--- config.mk ---
export PLATFORM = sky130hd
export DESIGN_NAME = psl_ctrl
export DESIGN_NICKNAME = d
export VERILOG_FILES = /design/src/design/psl_pkg.sv /design/src/design/psl_ctrl.sv
export SDC_FILE = /design/constraint.sdc
export NUM_CORES = 1
export LEC_CHECK = 0
export CAP_MARGIN = 0
export CORE_AREA = 2 2 39 41
export DETAILED_ROUTE_END_ITERATION = 12
export DIE_AREA = 0 0 41 43
export DONT_BUFFER_PORTS = 1
export PLACE_DENSITY = 0.32
export SLEW_MARGIN = 20
export SYNTH_ARGS = -nofsm -noshare
export SYNTH_HDL_FRONTEND = slang
export SYNTH_SLANG_ARGS = --single-unit
--- constraint.sdc ---
create_clock -name clk -period 1.5 [get_ports clk]
set_input_delay 0.225 -clock clk [delete_from_list [all_inputs] [get_ports clk]]
set_output_delay 0.225 -clock clk [all_outputs]
set_load 0.1 [all_outputs]
--- src/design/psl_pkg.sv ---
package psl_pkg;

    // default sizing of the table
    localparam int DEF_MAX_SEGMENTS = 1024;
    localparam int DEF_SIZE_BITS    = 32;

    // fixed field widths
    localparam int ITEM_W = 32;
    localparam int ST_W   = 2;

    // request kinds
    localparam logic REQ_APPEND = 1'b0;
    localparam logic REQ_QUERY  = 1'b1;

    // result status codes
    typedef enum logic [ST_W-1:0] {
        ST_OK    = 2'd0,
        ST_RANGE = 2'd1,
        ST_FULL  = 2'd2
    } status_t;

    // controller to datapath commands
    typedef struct packed {
        logic start;   // transaction accepted: capture, append, set up search
        logic step;    // one lower-bound search step
        logic emit;    // move pending result to the output register
    } cmd_t;

    // datapath to controller status
    typedef struct packed {
        logic need_search;   // accepted query is in range
        logic search_done;   // search interval is empty after this step
    } stat_t;

endpackage

--- src/design/psl_ctrl.sv ---
module psl_ctrl (
    input  logic            clk,
    input  logic            rst_n,
    input  logic            in_valid,
    output logic            in_ready,
    output logic            out_valid,
    input  logic            out_ready,
    input  psl_pkg::stat_t  stat,
    output psl_pkg::cmd_t   cmd
);

    import psl_pkg::*;

    typedef enum logic [2:0] {
        S_IDLE   = 3'b001,
        S_SEARCH = 3'b010,
        S_FINISH = 3'b100
    } state_t;

    state_t state_reg;
    state_t state_next;
    logic   out_valid_reg;
    logic   out_valid_next;

    // next state and commands
    always_comb
    begin
        state_next = state_reg;
        cmd        = '0;
        in_ready   = 1'b0;
        unique case (state_reg)
            S_IDLE:
            begin
                in_ready = 1'b1;
                if (in_valid)
                begin
                    cmd.start  = 1'b1;
                    state_next = stat.need_search ? S_SEARCH : S_FINISH;
                end
            end
            S_SEARCH:
            begin
                cmd.step = 1'b1;
                if (stat.search_done)
                begin
                    state_next = S_FINISH;
                end
            end
            S_FINISH:
            begin
                if (!out_valid_reg || out_ready)
                begin
                    cmd.emit   = 1'b1;
                    state_next = S_IDLE;
                end
            end
            default:
            begin
                state_next = S_IDLE;
            end
        endcase
    end

    // output register occupancy
    always_comb
    begin
        if (cmd.emit)
        begin
            out_valid_next = 1'b1;
        end
        else if (out_ready)
        begin
            out_valid_next = 1'b0;
        end
        else
        begin
            out_valid_next = out_valid_reg;
        end
    end

    always_ff @(posedge clk or negedge rst_n)
    begin
        if (!rst_n)
        begin
            state_reg     <= S_IDLE;
            out_valid_reg <= 1'b0;
        end
        else
        begin
            state_reg     <= state_next;
            out_valid_reg <= out_valid_next;
        end
    end

    assign out_valid = out_valid_reg;

endmodule

==> impl_metrics.ini <==
[run_status]
result_of_the_run = finished, violations left
violations_in_the_final_reports = negative setup slack

[timing]
timing.final.ws_setup_ps = -78.4
maxClockFrequency_mhz = 634
worstMarginPinSlew_ps = 276
layout_worst_path_cycle_share_pct = 105
timing.hold.ws_ps = 109
final-setup-viol-count = 2
grt_setup_unrepaired = yes
final_hold_viol_count = 0
finalMaxSlewViolations = 0
slew_headroom_pct = 81.7
layout_min_cycle_time_ps = 1580
fin_worst_skew_ps = 10.1

[floorplan]
die_height_um = 43
top_level_ports = 11
initial_standard_cell_utilization_of_the_core_pct = 16.8
dieArea_um2 = 1760
fp-row-count = 14
placeableCoreArea_um2 = 1380
chipWidth_um = 41

[drt]
drt_drc_violations_left = 0
detail_route.wirelength.met1_um = 226
detailedRoute.firstPassIterationCount = 3
total_vias_in_the_final_route = 224
antenna_left = 0
route.final.wire_length_um = 600
viasPerCell = 4.15
met3_length_um = 52
top_layer = met3
met2_length_um = 321
drt-initial-drc-count = 3
wire_per_inst_um = 11.1

[place]
post-place-cells = 46
io_buffers = 0
gp_routability_congestion = 0.697
dp_hpwl_um = 417
placement.cell_area_um2 = 349

[clock_network]
cts.sink_count = 4
worstSkewPairLatency_ps = 240
cts.clk_slew.worst_paths_ps = 40
cts_inserted_buffers = 3
ctsHtreeMaxLevel = 1
cts-root-to-sink-buffers = 2
root_buffer_cell = clkbuf_4
tritoncts = built

[yosys]
muxShareOfSynthArea_pct = 0
netlist_top_cells_area = dfrtp_1 32%, dfstp_2 11%, a21oi_1 8.6%
netlist-cell-type-count = 15
synthDominantCellAreaShare_pct = 32.3
fraction_of_the_mapped_netlist_area_in_compound_gates_pct = 14.0
mappedNetlistNets = 30
largest_family_of_logic_cells_by_synthesized_area = simple AND/OR/NAND/NOR gates
synth_cells = 24
synth_area_per_cell_um2 = 9.70
seq_area_frac_synth_pct = 43.5
synth_area_leader_cell = dfrtp_1
syn-cell-area_um2 = 233
fraction_of_synthesized_cell_area_in_xor_and_xnor_cells_pct = 0
synth_register_bits = 4
ys_warnings = 0
synth_adder_area_share_pct = 0
synth_simple_gate_area_share_pct = 34.4

[worst_setup_path]
crit_path_kind = flop to output port
critical_path.max_fanout = 3
critical_path.max_stage_delay_ps = 390
worst-endpoint-arrival_ps = 1350
worstSetupStartpointType = flop
worst-endpoint-required_ps = 1270
crit_chain = or3b_4 -> a21oi_4 -> buf_12
critPathSlowestCell = or3b_4
crit_path_end_kind = output port

[finish]
final_common_cell = buf_4
n_antenna_cell = 0
highest_count_cells_in_the_layout_ignoring_fill_and_taps = 5 x buf_4, 3 x inv_1, 3 x a21oi_1, 3 x clkbuf_4, 3 x buf_12
largest_reg_flops = 3
final_net_count = 45
layoutNonFillerInstCount = 54
post_route_cells_drive_above_1_share_pct = 55.3
areaGrowthSynthToFinish_pct = 88.2
stdcell_area_um2 = 438

[global_routing]
maximum_number_of_pins_on_one_net_before_global_route_repair = 6
grtUsageTotal_pct = 7.87
grt_antenna_before_repair = 0
globalRouteOverflowTotal = 0
number_of_global_route_vias_before_repair = 234
grt_pass1_wl_um = 903

[min_path]
worst_hold_path_type = input pin to flop

[power]
cellLeakagePower_nw = 0.188
cellPowerDensity_nw_per_um2 = 1680
ir_worst_vdd_v = 0.000640

[job]
number_of_max_cap_violations = 0
-- critical path, delay by kind of cell (launching register included) --
kind | cells | cell delay [ps]
AO/OA/AOI/OAI | 1 | 150
flip-flops | 1 | 380
AND/OR/NAND/NOR | 1 | 390
buffers and inverters | 1 | 190
-- synthesized netlist by cell type --
master,count
dfstp_2,1
a21oi_1,4
a21o_1,1
nand4b_1,1
nor3b_2,1
nor2_1,2
o21ai_0,1
nand3b_1,1
dfrtp_1,3
nand4bb_1,1
buf_4,1
and2_4,1
inv_1,3
or3b_1,2
nand2b_1,1
-- logic make-up (layout without fill, tap and decap cells) --
| group | Yosys count | count (layout) |
|---|---|---|
| AND/OR/NAND/NOR | 10 | 10 |
| AO/OA/AOI/OAI | 6 | 6 |
| flip-flops | 4 | 4 |
| buffers and inverters | 4 | 18 |
-- where the power goes --
group          total, mW  switching, mW  leakage [nW]  internal (mW)
clock              0.150         0.0496        0.0150          0.100
combinational      0.433          0.272         0.124          0.161
sequential         0.155         0.0198        0.0494          0.135
-- cell type report --
class,count,area [um^2]
fillers,151,946
multi-input cells,16,148
repair buffers,11,130
flip-flops and latches,4,103
clock buffers,4,26.3
well taps,16,20.0
inverters,3,11.3
-- through the flow --
stage	worst slack, ps	TNS (ps)	total power, mW	util [%]
finish	-78.4	-150	0.738	31.6
global route	-125	-260	0.771	31.6
CTS	-92.4	-208	0.712	29.7
detailed placement	119	0	0.522	25.2
global placement	125	0	0.523	25.2
floorplan	-635	-2560	0.422	-
-- timing repair --
| action | 4_1_cts | 5_1_grt |
|---|---|---|
| pin swaps | 1 | 3 |
| resized for setup | 2 | 4 |
| endpoints found under the setup margin | 3 | 4 |
| endpoints found under the hold margin | 4 | 0 |
| buffers inserted | 2 | 1 |
| hold buffers | 1 | 0 |
-- routing by layer --
| layer | vias to the layer above | track usage, % |
|---|---|---|
| li1 | 111 | - |
| met3 | 0 | 6.81 |
| met2 | 7 | 11.9 |
| met1 | 106 | 7.84 |
| met4 | 0 | 2.00 |
| met5 | - | 0 |
-- path summary, 6_finish.rpt --
check	from	depth (start not counted)	slack, ps	endpoint
min reg2reg	state_reg[2]	2	540	state_reg[1]
max in group asynchronous	rst_n	1	1000	state_reg[0]
min	out_ready	1	110	out_valid
min in group asynchronous	rst_n	1	250	state_reg[1]
max	state_reg[1]	3	-80	cmd[0]
max reg2reg	state_reg[1]	6	190	state_reg[2]
(Power assumes the default switching activity.)
